[config.mk]
export PLATFORM = sky130hd
export DESIGN_NAME = wav_header_parser_sample_unpacker_unit
export DESIGN_NICKNAME = d
export VERILOG_FILES = /design/src/hdl/wavp_pkg.sv /design/src/hdl/wavp_in_stage.sv /design/src/hdl/wavp_parse.sv /design/src/hdl/wavp_out_stage.sv /design/src/hdl/wav_header_parser_sample_unpacker_unit.sv
export VERILOG_INCLUDE_DIRS = /design/src /design/src/hdl
export SDC_FILE = /design/constraint.sdc
export NUM_CORES = 1
export LEC_CHECK = 0
export BUFFER_PORTS_ARGS = -buffer_cell sky130_fd_sc_hd__buf_4
export CAP_MARGIN = 20
export CORE_MARGIN = 10
export CORE_UTILIZATION = 49
export DETAILED_ROUTE_END_ITERATION = 10
export PLACE_DENSITY_LB_ADDON = 0.1
export SLEW_MARGIN = 20
export SYNTH_ARGS = -nofsm -noshare
export SYNTH_HDL_FRONTEND = slang
export SYNTH_SLANG_ARGS = --single-unit
[constraint.sdc]
create_clock -name i_clk -period 17.9 [get_ports i_clk]
set_input_delay 1.79 -clock i_clk [delete_from_list [all_inputs] [get_ports i_clk]]
set_output_delay 1.79 -clock i_clk [all_outputs]
set_load 0.005 [all_outputs]
[src/hdl/assert_macros.svh]
// Assertion helpers, included by the unit that checks its own logic.
// Both sample on i_clk and are switched off while i_rst_n is low.
`ifndef ASSERT_MACROS_SVH
`define ASSERT_MACROS_SVH

// A property that must hold at every clock edge out of reset.
`define WAVP_ASSERT(lbl, prop, msg) \
    lbl: assert property (@(posedge i_clk) disable iff (!i_rst_n) (prop)) \
        else $error(msg);

// A condition in one cycle that implies another in the cycle after.
`define WAVP_ASSERT_NEXT(lbl, ante, cons, msg) \
    lbl: assert property (@(posedge i_clk) disable iff (!i_rst_n) \
        ((ante) |=> (cons))) else $error(msg);

`endif

[src/hdl/wavp_pkg.sv]
// ----------------------------------------------------------------------------
// WAV parser package
// Word and phase types, result codes, header tags, sample depths and header byte positions.
// ----------------------------------------------------------------------------
`timescale 1ns / 1ps
`default_nettype none

package wavp_pkg;

    typedef struct packed {
        logic [7:0] data_byte;
        logic       first;
    } t_in_word;

    typedef struct packed {
        logic [1:0]  kind;
        logic [2:0]  status;
        logic [15:0] audio_format;
        logic [15:0] channels;
        logic [31:0] rate_hz;
        logic [31:0] bytes_per_sec;
        logic [15:0] frame_stride;
        logic [15:0] sample_bits;
        logic [15:0] channel;
        logic [31:0] frame_index;
        logic [31:0] sample;
        logic        last;
    } t_out_word;

    typedef enum logic [2:0] {
        PH_HEADER = 3'b001,
        PH_DATA   = 3'b010,
        PH_IDLE   = 3'b100
    } t_phase;

    localparam logic [1:0] KIND_ERROR  = 2'd0;
    localparam logic [1:0] KIND_HEADER = 2'd1;
    localparam logic [1:0] KIND_SAMPLE = 2'd2;

    localparam logic [2:0] STATUS_OK       = 3'd0;
    localparam logic [2:0] STATUS_BAD_RIFF = 3'd1;
    localparam logic [2:0] STATUS_BAD_WAVE = 3'd2;
    localparam logic [2:0] STATUS_BAD_FMT  = 3'd3;
    localparam logic [2:0] STATUS_BAD_DATA = 3'd4;
    localparam logic [2:0] STATUS_BAD_FORM = 3'd5;

    localparam logic [31:0] TAG_RIFF = 32'h4646_4952;
    localparam logic [31:0] TAG_WAVE = 32'h4556_4157;
    localparam logic [31:0] TAG_FMT  = 32'h2074_6D66;
    localparam logic [31:0] TAG_DATA = 32'h6174_6164;

    localparam logic [15:0] DEPTH_8  = 16'd8;
    localparam logic [15:0] DEPTH_16 = 16'd16;
    localparam logic [15:0] DEPTH_32 = 16'd32;

    localparam logic [5:0] POS_RIFF_END   = 6'd3;
    localparam logic [5:0] POS_WAVE_END   = 6'd11;
    localparam logic [5:0] POS_FMT_END    = 6'd15;
    localparam logic [5:0] POS_FORMAT_END = 6'd21;
    localparam logic [5:0] POS_CHAN_END   = 6'd23;
    localparam logic [5:0] POS_RATE_END   = 6'd27;
    localparam logic [5:0] POS_BRATE_END  = 6'd31;
    localparam logic [5:0] POS_ALIGN_END  = 6'd33;
    localparam logic [5:0] POS_DEPTH_END  = 6'd35;
    localparam logic [5:0] POS_DATA_END   = 6'd39;
    localparam logic [5:0] POS_SIZE_END   = 6'd43;

endpackage

`default_nettype wire

[src/hdl/wavp_in_stage.sv]
// ----------------------------------------------------------------------------
// WAV parser input register
// Holds one accepted word until the parser consumes it.
// ----------------------------------------------------------------------------
`timescale 1ns / 1ps
`default_nettype none

module wavp_in_stage (
    input  wire                 i_clk,
    input  wire                 i_rst_n,
    input  wire                 i_valid,
    output logic                o_stall,
    input  wire wavp_pkg::t_in_word i_word,
    input  wire                 i_advance,
    output logic                o_valid,
    output wavp_pkg::t_in_word  o_word
);

    logic               r_valid;
    wavp_pkg::t_in_word r_word;

    assign o_stall = r_valid & ~i_advance;
    assign o_valid = r_valid;
    assign o_word  = r_word;

    always_ff @(posedge i_clk) begin
        if (!i_rst_n) begin
            r_valid <= 1'b0;
        end else if (i_valid && !o_stall) begin
            r_valid <= 1'b1;
        end else if (i_advance) begin
            r_valid <= 1'b0;
        end
    end

    always_ff @(posedge i_clk) begin
        if (i_valid && !o_stall) begin
            r_word <= i_word;
        end
    end

endmodule

`default_nettype wire

[src/hdl/wavp_parse.sv]
// ----------------------------------------------------------------------------
// WAV parser core
// Header walk, tag and format checks, and little-endian sample assembly.
// ----------------------------------------------------------------------------
`timescale 1ns / 1ps
`default_nettype none

module wavp_parse (
    input  wire                 i_clk,
    input  wire                 i_rst_n,
    input  wire                 i_fire,
    input  wire wavp_pkg::t_in_word i_word,
    output logic                o_res_valid,
    output wavp_pkg::t_out_word o_res
);

    wavp_pkg::t_phase r_phase, n_phase;
    logic [5:0]       r_pos, n_pos;
    logic [31:0]      r_field_shift, n_field_shift;
    logic [15:0]      r_format_code, n_format_code;
    logic [15:0]      r_channel_total, n_channel_total;
    logic [31:0]      r_rate_value, n_rate_value;
    logic [31:0]      r_bytes_per_second, n_bytes_per_second;
    logic [15:0]      r_frame_bytes, n_frame_bytes;
    logic [15:0]      r_depth_bits, n_depth_bits;
    logic [31:0]      r_data_left, n_data_left;
    logic [1:0]       r_byte_count, n_byte_count;
    logic [15:0]      r_channel_count, n_channel_count;
    logic [31:0]      r_frame_count, n_frame_count;

    wavp_pkg::t_phase cur_phase;
    logic [5:0]       cur_pos;
    logic [31:0]      hdr_shift;
    logic [17:0]      frame_size;
    logic [2:0]       bytes_per_sample;
    logic [2:0]       count_inc;
    logic [15:0]      channel_inc;
    logic             depth_bad;

    always_comb begin
        cur_phase = i_word.first ? wavp_pkg::PH_HEADER : r_phase;
        cur_pos   = i_word.first ? 6'd0 : r_pos;
        hdr_shift = {i_word.data_byte, r_field_shift[31:8]};

        if (r_depth_bits == wavp_pkg::DEPTH_32) begin
            frame_size = {r_channel_total, 2'b00};
        end else if (r_depth_bits == wavp_pkg::DEPTH_16) begin
            frame_size = {1'b0, r_channel_total, 1'b0};
        end else begin
            frame_size = {2'b00, r_channel_total};
        end

        bytes_per_sample = r_depth_bits[5:3];
        count_inc        = {1'b0, r_byte_count} + 3'd1;
        channel_inc      = r_channel_count + 16'd1;
        depth_bad        = (r_depth_bits != wavp_pkg::DEPTH_8) &&
                           (r_depth_bits != wavp_pkg::DEPTH_16) &&
                           (r_depth_bits != wavp_pkg::DEPTH_32);

        n_phase            = cur_phase;
        n_pos              = cur_pos;
        n_field_shift      = r_field_shift;
        n_format_code      = r_format_code;
        n_channel_total    = r_channel_total;
        n_rate_value       = r_rate_value;
        n_bytes_per_second = r_bytes_per_second;
        n_frame_bytes      = r_frame_bytes;
        n_depth_bits       = r_depth_bits;
        n_data_left        = r_data_left;
        n_byte_count       = r_byte_count;
        n_channel_count    = r_channel_count;
        n_frame_count      = r_frame_count;
        o_res_valid        = 1'b0;
        o_res              = '0;

        unique case (cur_phase)
            wavp_pkg::PH_HEADER: begin
                n_field_shift = hdr_shift;
                n_pos         = cur_pos + 6'd1;
                unique case (cur_pos)
                    wavp_pkg::POS_RIFF_END: begin
                        if (hdr_shift != wavp_pkg::TAG_RIFF) begin
                            o_res_valid  = 1'b1;
                            o_res.status = wavp_pkg::STATUS_BAD_RIFF;
                            n_phase      = wavp_pkg::PH_IDLE;
                        end
                    end
                    wavp_pkg::POS_WAVE_END: begin
                        if (hdr_shift != wavp_pkg::TAG_WAVE) begin
                            o_res_valid  = 1'b1;
                            o_res.status = wavp_pkg::STATUS_BAD_WAVE;
                            n_phase      = wavp_pkg::PH_IDLE;
                        end
                    end
                    wavp_pkg::POS_FMT_END: begin
                        if (hdr_shift != wavp_pkg::TAG_FMT) begin
                            o_res_valid  = 1'b1;
                            o_res.status = wavp_pkg::STATUS_BAD_FMT;
                            n_phase      = wavp_pkg::PH_IDLE;
                        end
                    end
                    wavp_pkg::POS_FORMAT_END: n_format_code      = hdr_shift[31:16];
                    wavp_pkg::POS_CHAN_END:   n_channel_total    = hdr_shift[31:16];
                    wavp_pkg::POS_RATE_END:   n_rate_value       = hdr_shift;
                    wavp_pkg::POS_BRATE_END:  n_bytes_per_second = hdr_shift;
                    wavp_pkg::POS_ALIGN_END:  n_frame_bytes      = hdr_shift[31:16];
                    wavp_pkg::POS_DEPTH_END:  n_depth_bits       = hdr_shift[31:16];
                    wavp_pkg::POS_DATA_END: begin
                        if (hdr_shift != wavp_pkg::TAG_DATA) begin
                            o_res_valid  = 1'b1;
                            o_res.status = wavp_pkg::STATUS_BAD_DATA;
                            n_phase      = wavp_pkg::PH_IDLE;
                        end
                    end
                    wavp_pkg::POS_SIZE_END: begin
                        n_data_left = hdr_shift;
                        o_res_valid = 1'b1;
                        if (depth_bad || (r_channel_total == 16'd0)) begin
                            o_res.status = wavp_pkg::STATUS_BAD_FORM;
                            n_phase      = wavp_pkg::PH_IDLE;
                        end else begin
                            o_res.kind          = wavp_pkg::KIND_HEADER;
                            o_res.status        = wavp_pkg::STATUS_OK;
                            o_res.audio_format  = r_format_code;
                            o_res.channels      = r_channel_total;
                            o_res.rate_hz       = r_rate_value;
                            o_res.bytes_per_sec = r_bytes_per_second;
                            o_res.frame_stride  = r_frame_bytes;
                            o_res.sample_bits   = r_depth_bits;
                            n_byte_count        = 2'd0;
                            n_channel_count     = 16'd0;
                            n_frame_count       = 32'd0;
                            if (hdr_shift < {14'd0, frame_size}) begin
                                n_phase = wavp_pkg::PH_IDLE;
                            end else begin
                                n_phase = wavp_pkg::PH_DATA;
                            end
                        end
                    end
                    default: ;
                endcase
            end
            wavp_pkg::PH_DATA: begin
                case (r_byte_count)
                    2'd0:    n_field_shift = {24'd0, i_word.data_byte};
                    2'd1:    n_field_shift = r_field_shift | {16'd0, i_word.data_byte, 8'd0};
                    2'd2:    n_field_shift = r_field_shift | {8'd0, i_word.data_byte, 16'd0};
                    default: n_field_shift = r_field_shift | {i_word.data_byte, 24'd0};
                endcase
                n_data_left = r_data_left - 32'd1;
                if (count_inc < bytes_per_sample) begin
                    n_byte_count = count_inc[1:0];
                end else begin
                    n_byte_count      = 2'd0;
                    o_res_valid       = 1'b1;
                    o_res.kind        = wavp_pkg::KIND_SAMPLE;
                    o_res.status      = wavp_pkg::STATUS_OK;
                    o_res.channel     = r_channel_count;
                    o_res.frame_index = r_frame_count;
                    o_res.sample      = n_field_shift;
                    if (channel_inc == r_channel_total) begin
                        n_channel_count = 16'd0;
                        n_frame_count   = r_frame_count + 32'd1;
                        // One byte is taken here, so the remainder falls
                        // short of a frame when the count held no more than one.
                        if (r_data_left <= {14'd0, frame_size}) begin
                            o_res.last = 1'b1;
                            n_phase    = wavp_pkg::PH_IDLE;
                        end
                    end else begin
                        n_channel_count = channel_inc;
                    end
                end
            end
            default: ;
        endcase
    end

    always_ff @(posedge i_clk) begin
        if (!i_rst_n) begin
            r_phase <= wavp_pkg::PH_HEADER;
            r_pos   <= 6'd0;
        end else if (i_fire) begin
            r_phase <= n_phase;
            r_pos   <= n_pos;
        end
    end

    always_ff @(posedge i_clk) begin
        if (i_fire) begin
            r_field_shift      <= n_field_shift;
            r_format_code      <= n_format_code;
            r_channel_total    <= n_channel_total;
            r_rate_value       <= n_rate_value;
            r_bytes_per_second <= n_bytes_per_second;
            r_frame_bytes      <= n_frame_bytes;
            r_depth_bits       <= n_depth_bits;
            r_data_left        <= n_data_left;
            r_byte_count       <= n_byte_count;
            r_channel_count    <= n_channel_count;
            r_frame_count      <= n_frame_count;
        end
    end

endmodule

`default_nettype wire

[src/hdl/wavp_out_stage.sv]
// ----------------------------------------------------------------------------
// WAV parser result register
// Holds one result word until the receiver takes it.
// ----------------------------------------------------------------------------
`timescale 1ns / 1ps
`default_nettype none

module wavp_out_stage (
    input  wire                 i_clk,
    input  wire                 i_rst_n,
    input  wire                 i_load,
    input  wire wavp_pkg::t_out_word i_word,
    output logic                o_advance,
    output logic                o_valid,
    input  wire                 i_stall,
    output wavp_pkg::t_out_word o_word
);

    logic                r_valid;
    wavp_pkg::t_out_word r_word;

    assign o_advance = ~r_valid | ~i_stall;
    assign o_valid   = r_valid;
    assign o_word    = r_word;

    always_ff @(posedge i_clk) begin
        if (!i_rst_n) begin
            r_valid <= 1'b0;
        end else if (i_load) begin
            r_valid <= 1'b1;
        end else if (!i_stall) begin
            r_valid <= 1'b0;
        end
    end

    always_ff @(posedge i_clk) begin
        if (i_load) begin
            r_word <= i_word;
        end
    end

endmodule

`default_nettype wire

[src/hdl/wav_header_parser_sample_unpacker_unit.sv]
// ----------------------------------------------------------------------------
// WAV header parser and sample unpacker
// Parses the canonical 44-byte WAV header and emits a header word and PCM samples, or an error word.
// ----------------------------------------------------------------------------
// The block takes one byte word per clock cycle, with no gaps of its own,
// and the byte that causes a result word passes through the input register
// and the parser, which writes the word into the result register. The only
// limit on rate is the single parser pass per byte; a stall on the result
// side holds the input side once both registers are full.
`timescale 1ns / 1ps
`default_nettype none
`include "assert_macros.svh"

module wav_header_parser_sample_unpacker_unit (
    input  wire                 i_clk,
    input  wire                 i_rst_n,
    input  wire                 i_in_valid,
    output logic                o_in_stall,
    input  wire wavp_pkg::t_in_word i_in_word,
    output logic                o_out_valid,
    input  wire                 i_out_stall,
    output wavp_pkg::t_out_word o_out_word
);

    logic                w_in_valid;
    wavp_pkg::t_in_word  w_in_word;
    logic                w_advance;
    logic                w_fire;
    logic                w_res_valid;
    wavp_pkg::t_out_word w_res;
    logic                w_out_sample;
    logic                w_out_last;
    logic                w_status_ok;
    logic                w_held;

    assign w_fire = w_in_valid & w_advance;

    wavp_in_stage u_in_stage (
        .i_clk     (i_clk),
        .i_rst_n   (i_rst_n),
        .i_valid   (i_in_valid),
        .o_stall   (o_in_stall),
        .i_word    (i_in_word),
        .i_advance (w_advance),
        .o_valid   (w_in_valid),
        .o_word    (w_in_word)
    );

    wavp_parse u_parse (
        .i_clk       (i_clk),
        .i_rst_n     (i_rst_n),
        .i_fire      (w_fire),
        .i_word      (w_in_word),
        .o_res_valid (w_res_valid),
        .o_res       (w_res)
    );

    wavp_out_stage u_out_stage (
        .i_clk     (i_clk),
        .i_rst_n   (i_rst_n),
        .i_load    (w_fire & w_res_valid),
        .i_word    (w_res),
        .o_advance (w_advance),
        .o_valid   (o_out_valid),
        .i_stall   (i_out_stall),
        .o_word    (o_out_word)
    );

    assign w_out_sample = o_out_valid && (o_out_word.kind == wavp_pkg::KIND_SAMPLE);
    assign w_out_last   = o_out_valid && o_out_word.last;
    assign w_status_ok  = (o_out_word.status == wavp_pkg::STATUS_OK);
    assign w_held       = w_in_valid && !w_advance;

    `WAVP_ASSERT(a_sample_ok, w_out_sample |-> w_status_ok, "Sample word with an error status.")
    `WAVP_ASSERT(a_last_on_sample, w_out_last |-> w_out_sample, "Last flag on a non-sample word.")
    `WAVP_ASSERT_NEXT(a_held_byte_kept, w_held, w_in_valid, "Held byte dropped under a stall.")

endmodule

`default_nettype wire

Word level (Yosys, flattened, before mapping)
Index checks and enable logic that the tools add are counted.
W data, S select, Z words.
{"block": "word_totals", "regBits": 476, "romBits": 0, "wordCells": 160, "latch_bits": 0, "ram_bits": 0, "n_memories": 0}
{"block": "op_classes", "magnitude_cmp": 3, "n_mux": 56, "n_mul": 0, "n_eq_ne": 30, "n_addsub": 5, "shifts": 0, "n_reduce_logical": 23, "n_bitwise": 14, "n_div": 0}
{"operator": "$pmux W32 S2", "count": 3}
{"operator": "$mux W32", "count": 5}
{"operator": "$ne A32 B31 Y1 const B", "count": 3}
{"operator": "$pmux W32 S3", "count": 1}
{"operator": "$mux W16", "count": 4}
{"operator": "$mux W3", "count": 12}
{"operator": "$add A32 B1 Y32 const B", "count": 1}
{"operator": "$le A32 B18 Y1", "count": 1}
{"operator": "$lt A32 B18 Y1", "count": 1}
{"operator": "$ne A32 B30 Y1 const B", "count": 1}
{"operator": "$or A32 B16 Y32", "count": 1}
{"operator": "$or A32 B24 Y32", "count": 1}
{"operator": "$or A32 B32 Y32", "count": 1}
{"operator": "$pmux W16 S2", "count": 1}
{"operator": "$sub A32 B1 Y32 const B", "count": 1}
{"operator": "$pmux W3 S5", "count": 2}
{"operator": "$eq A6 B5 Y1 const B", "count": 4}
{"operator": "$eq A6 B6 Y1 const B", "count": 4}
{"operator": "$reduce_and A3 Y1", "count": 7}
{"operator": "$mux W18", "count": 1}
{"operator": "$mux W17", "count": 1}
{"operator": "$add A16 B1 Y16 const B", "count": 1}
{"operator": "$eq A16 B16 Y1", "count": 1}
{"operator": "$eq A16 B5 Y1 const B", "count": 1}
{"operator": "39 further kinds", "count": 72}

Logic depth before layout (Yosys ltp)
{"block": "logic_depth", "depth_word": 8, "mapped_depth": 16, "mapped_depth_nobuf": 14}

Hierarchy
Synthesis repeated with hierarchy kept, for this count alone.
{"block": "unflattened", "hier_cells": 1552, "hier_area_um2": 20656.1}
{"module": "wavp_parse", "n_inst": 1, "cells_per_inst": 1319, "area_each_um2": 13864.5, "seq_area_each_um2": 7447.1}
{"module": "wavp_out_stage", "n_inst": 1, "cells_per_inst": 218, "area_each_um2": 6461.2, "seq_area_each_um2": 6446.2}
{"module": "wavp_in_stage", "n_inst": 1, "cells_per_inst": 13, "area_each_um2": 317.8, "seq_area_each_um2": 290.3}
{"module": "wav_header_parser_sample_unpacker_unit", "n_inst": 1, "cells_per_inst": 2, "area_each_um2": 12.5, "seq_area_each_um2": 0.0}

Least setup slack after synthesis
Ideal clock, no wire load.
{"block": "synth_timing", "path_kind": "input to register", "startpoint": "input port i_out_stall", "endpoint": "register u_out_stage.r_word (netlist bit u_out_stage.o_word[0]), enable pin", "setup_ns": 0.565, "slack_ns": 11.029, "cell_stages": 4, "n_path_buf": 0, "arrival_time_ns": 6.306, "cell_sequence": "nand2_1 > and2_1 > o21ai_0 > inv_1"}
{"block": "synth_via", "elab_chain_cells": 4}
{"element": "from (decl)", "line": "wav_header_parser_sample_unpacker_unit.sv:21", "source": "input wire i_out_stall,"}
{"element": "$not A1 Y1", "line": "wavp_out_stage.sv:22", "source": "assign o_advance = ~r_valid | ~i_stall;"}
{"element": "$or A1 B1 Y1", "line": "wavp_out_stage.sv:22"}
{"element": "$and A1 B1 Y1", "line": "wav_header_parser_sample_unpacker_unit.sv:36", "source": "assign w_fire = w_in_valid & w_advance;"}
{"element": "$and A1 B1 Y1", "line": "wav_header_parser_sample_unpacker_unit.sv:61", "source": ".i_load (w_fire & w_res_valid),"}
{"element": "named net u_out_stage.i_load", "line": "wavp_out_stage.sv:11", "source": "input wire i_load,"}
{"element": "to (signal assigned)", "line": "wavp_out_stage.sv:38", "source": "r_word <= i_word;"}
{"element": "to (decl)", "line": "wavp_out_stage.sv:20", "source": "wavp_pkg::t_out_word r_word;"}
The timed path passes the listed nets, and every way through them passes these cells.
A chain may end at the register's enable or synchronous reset.

Worst setup path after layout
{"block": "layout_timing", "startpoint": "register u_in_stage.r_word (netlist bit u_in_stage.o_word[0])", "endpoint": "register u_parse.r_frame_count[4], enable pin"}
{"block": "layout_via", "elab_chain_cells": 4}
{"element": "from (decl)", "line": "wavp_in_stage.sv:20", "source": "wavp_pkg::t_in_word r_word;"}
{"element": "from (signal assigned)", "line": "wavp_in_stage.sv:38", "source": "r_word <= i_word;"}
{"element": "$mux W6 / $mux W3 (equally long branches)", "line": "wavp_parse.sv:42, wavp_parse.sv:41"}
{"element": "$eq A6 B6 Y1 (tied with other cells)", "line": "wavp_parse.sv:80", "source": "unique case (cur_pos)"}
{"element": "$ne A2 B2 Y1 (no line) (tied with other cells)"}
{"element": "$reduce_and A6 Y1 (no line) (*)"}
{"element": "to (signal assigned)", "line": "wavp_parse.sv:201", "source": "r_frame_count <= n_frame_count;"}
{"element": "to (decl)", "line": "wavp_parse.sv:29", "source": "logic [31:0] r_frame_count, n_frame_count;"}
Every way passes the cells marked *; elsewhere a longest branch is shown, timed or not.

==> out/qor.txt <==
SYNTHESIS
----------------------------------------------------------------------------------------------------
Share of the synthesized area in the top cell type                                             67.0%
Cell types with the largest area share after synthesis                                  edfxtp_1, and2_1, ha_1, nor2_1, xnor2_1
Post-Synthesis Cell Area                                                                   20900 um2
Share of the yosys chip area belonging to registers                                            68.0%
Mean instance size in the synthesized netlist                                               13.2 um2
Ys Warns                                                                                           0
Share of synthesized registers carrying an async set or reset                                     0%
Post-synth cell types                                                                             76
Main flop type after synthesis                                                              edfxtp_1
Largest area contributor in the netlist                                                     edfxtp_1
Post-synth EDFFs                                                                                 465
Post-synthesis instance total                                                                   1582
Flops & latches, synth                                                                           476

CLOCK NETWORK
----------------------------------------------------------------------------------------------------
Maximum clock insertion buffer count                                                               3
Clock-pin slew reported for the worst setup and hold paths after clock tree synthesis        0.06 ns
Total number of clock tree sinks                                                                 476
Insertion delay to the later sink of the worst-skew pair                                     0.60 ns
TritonCTS Buffers                                                                                 49
Clock Root Buffer                                                                          clkbuf_16
Resized Gates After CTS                                                                            0
Number of H-tree branching levels                                                                  2
Hold buffer count at CTS                                                                           0
Post-CTS Setup Repair Bufs                                                                         0
Clock tree from TritonCTS                                                                        yes

DETAILED ROUTING
----------------------------------------------------------------------------------------------------
Count of routing violations after the opening detailed-route iteration                          1493
Total routed wirelength                                                                     54100 um
Via-to-Cell Ratio                                                                               5.63
First-pass iteration count of the detailed router                                                  7
Remaining antenna violation count                                                                  0
Via count of the routed design                                                                 13485
Residual DRC                                                                                       0
Post-DR wirelength/cell                                                                      22.6 um

FINISH
----------------------------------------------------------------------------------------------------
N_diodes                                                                                           0
Relative area change from synthesis to final layout                                            18.7%
Finished Layout Cells                                                                           2394
Nets                                                                                            1874
Fraction of final layout cells with drive strength greater than 1                              18.4%
Filler cells                                                                                    3411
Top library cells by usage in the layout, fill and taps aside                           edfxtp_1, buf_4, and2_1, nor2_1, nand2_1
Leading cell type in the layout, fill and taps excluded                                     edfxtp_1

STA
----------------------------------------------------------------------------------------------------
Top achievable clock speed                                                                   215 MHz
Final max-slew violation count                                                                     0
Setup repair after global routing missed its margin                                            false
Slew Limit Headroom                                                                            34.4%
Time the final worst path needs with I/O delays and setup                                    4.65 ns
Setup TNS                                                                                       0 ns
Clock Skews                                                                                0.0208 ns
Ratio of final minimum period to clock period                                                  26.0%
Worst path setup slack after routing                                                        13.25 ns
# setup viols final                                                                                0
Least-Margin Pin Slew                                                                       0.982 ns
Number of failing hold endpoints at the final stage                                                0

SETUP PATH
----------------------------------------------------------------------------------------------------
Critical path buffer and inverter count                                                            2
Startpoint-to-endpoint class of the critical path                                         reg -> reg
Cell-by-cell trace of the critical path                                                 nor2b_1, ha_1, nand2_1, nor2_1, nand2_1, a21oi_2, buf_4, a21boi_0, and2_1, and2_1, buf_4
Beginning of the worst register-to-register path                                        u_in_stage.o_word[0]
Data arrival, critical path                                                                  4.89 ns
Kind of capture point of the worst setup path                                               register
Kind of start point of the critical path                                                    register
Cell family contributing the most delay on the critical path                            simple AND/OR/NAND/NOR gates
Timing startpoint of the critical path                                                  u_in_stage.o_word[0]
Cell with the largest stage delay on the worst path                                           and2_1
Max FO, Critical Path                                                                             33
Required time reported for the critical path endpoint                                       18.14 ns
Maximum cell stage delay along the critical path                                             0.78 ns

FLOORPLANNING
----------------------------------------------------------------------------------------------------
Site Rows                                                                                         75
Die extent in x                                                                               226 um
Ports                                                                                            229
Die boundary height                                                                           226 um
Area inside the core boundary                                                              42000 um2
Full die area                                                                              51200 um2
Initial core utilization                                                                       49.6%

POWER
----------------------------------------------------------------------------------------------------
Power density relative to cell area                                                      90.9 nW/um2
LEAKAGE                                                                                      8.65 nW
Peak supply drop                                                                           0.0745 mV
Total power of the final layout                                                              2.25 mW

PLACED DESIGN
----------------------------------------------------------------------------------------------------
HPWL after DPL                                                                              36200 um
Setup WS pre-CTS                                                                            12.71 ns
Number of port buffers                                                                           228
Routability congestion estimate                                                                0.909
Placed insts                                                                                    2304

HOLD PATH
----------------------------------------------------------------------------------------------------
Origin of the worst min-delay path                                                      u_parse.r_pos[1]
Class of the tightest hold or removal check                                               reg -> reg

GLOBAL ROUTE
----------------------------------------------------------------------------------------------------
All-layer global routing usage                                                                 20.7%
Largest net degree at the start of global routing                                                 76
Number of antenna violations at the first check in global routing                                  1
Total grt overflow                                                                                 0
Via count of the first global-routing pass                                                     13002
First-pass GRT wire length                                                                  80700 um

RUN STATUS
----------------------------------------------------------------------------------------------------
Result of the run                                                                          completed

JOB
----------------------------------------------------------------------------------------------------
Total of max-cap violations                                                                        0

==> synth_stat cells, types with 6 or more instances <==
library cell	instances
clkbuf_1	63
a211oi_1	6
dfxtp_1	11
inv_1	26
nor4_1	20
mux2i_1	15
nor2b_1	18
and2_1	165
xnor2_1	46
nand3_1	39
xor2_1	34
or3_1	38
nor3_1	37
a21oi_1	71
and3_1	12
nand3b_1	6
o21ai_1	11
ha_1	44
a22oi_1	8
o21ai_0	49
nand2_1	106
nand4_1	23
and4_1	10
a31oi_1	7
nor2_1	141
edfxtp_1	465
buf_2	7
a22o_1	9
==> tightest hold or removal path: cells and delay by family (launching register included) <==
kind             cells  cell delay (ns)
AND/OR/NAND/NOR      1             0.10
AO/OA/AOI/OAI        1             0.05
flip-flops           1             0.31
==> where the power goes <==
part	internal, mW	switching [mW]
registers	1.22	0.0195
clock network	0.559	0.425
logic	0.0105	0.0174
==> sequential cells by signal, indices dropped and copies added, names as in the netlist <==
register                    count
u_parse.r_frame_count          32
u_out_stage.o_word            214
u_parse.r_data_left            32
u_parse.r_channel_total        16
u_parse.r_field_shift          32
u_parse.r_channel_count        16
u_parse.r_format_code          16
u_parse.r_frame_bytes          16
u_out_stage.o_valid             1
u_parse.r_phase                 3
u_parse.r_depth_bits           16
u_parse.r_bytes_per_second     32
u_parse.r_rate_value           32
u_parse.r_byte_count            2
u_in_stage.o_word               9
u_parse.r_pos                   6
u_in_stage.o_valid              1
==> area by class of cell <==
type / instances / area, um2 / area share, %
flip-flops and latches: 476 / 14200 / 57.3
multi-input cells: 1016 / 6380 / 25.8
repair buffers: 247 / 1860 / 7.50
clock buffers: 61 / 1290 / 5.22
well taps: 539 / 674 / 2.72
clock inverters: 28 / 265 / 1.07
inverters: 27 / 109 / 0.440
==> cells by family after synthesis <==
logic type / after synthesis / synth area share (%)
compound gates: 200 / 5.80
xor+xnor: 82 / 3.58
fa+ha+maj: 45 / 2.69
buf+inv: 102 / 1.88
flops: 476 / 68.0
mux: 18 / 0.882
other cells: 1 / 0.0180
simple gates: 658 / 17.2
==> path summary, 6_finish.rpt <==
check | endpoint | slack (ns) | cells past startpoint
worst max-delay path | u_parse.r_frame_count[4] | 13.25 | 11
worst min-delay path | u_parse.r_pos[1] | 0.51 | 2
worst max register to register | u_parse.r_frame_count[4] | 13.25 | 11
worst min register to register | u_parse.r_pos[1] | 0.51 | 2
==> routing by layer <==
metal	global-route usage, %	vias up	part of all wire (%)
met1	28.9	6617	43
met2	32.1	491	47
met3	4.22	73	7.8
met5	0	-	0
met4	6.12	0	2.0
li1	-	6304	-
==> per-stage QoR <==
| step | hold WS (ns) | area (um2) | utilization, % |
|---|---|---|---|
| after global placement | 0.487 | 23200 | 55.2 |
| after floorplan | 0.474 | 20900 | - |
| after detailed placement | 0.499 | 23200 | 55.2 |
| final | 0.510 | 24800 | 58.9 |
| after global routing | 0.527 | 24800 | 58.9 |
| after CTS | 0.507 | 24700 | 58.9 |
(Power assumes the default switching activity.)
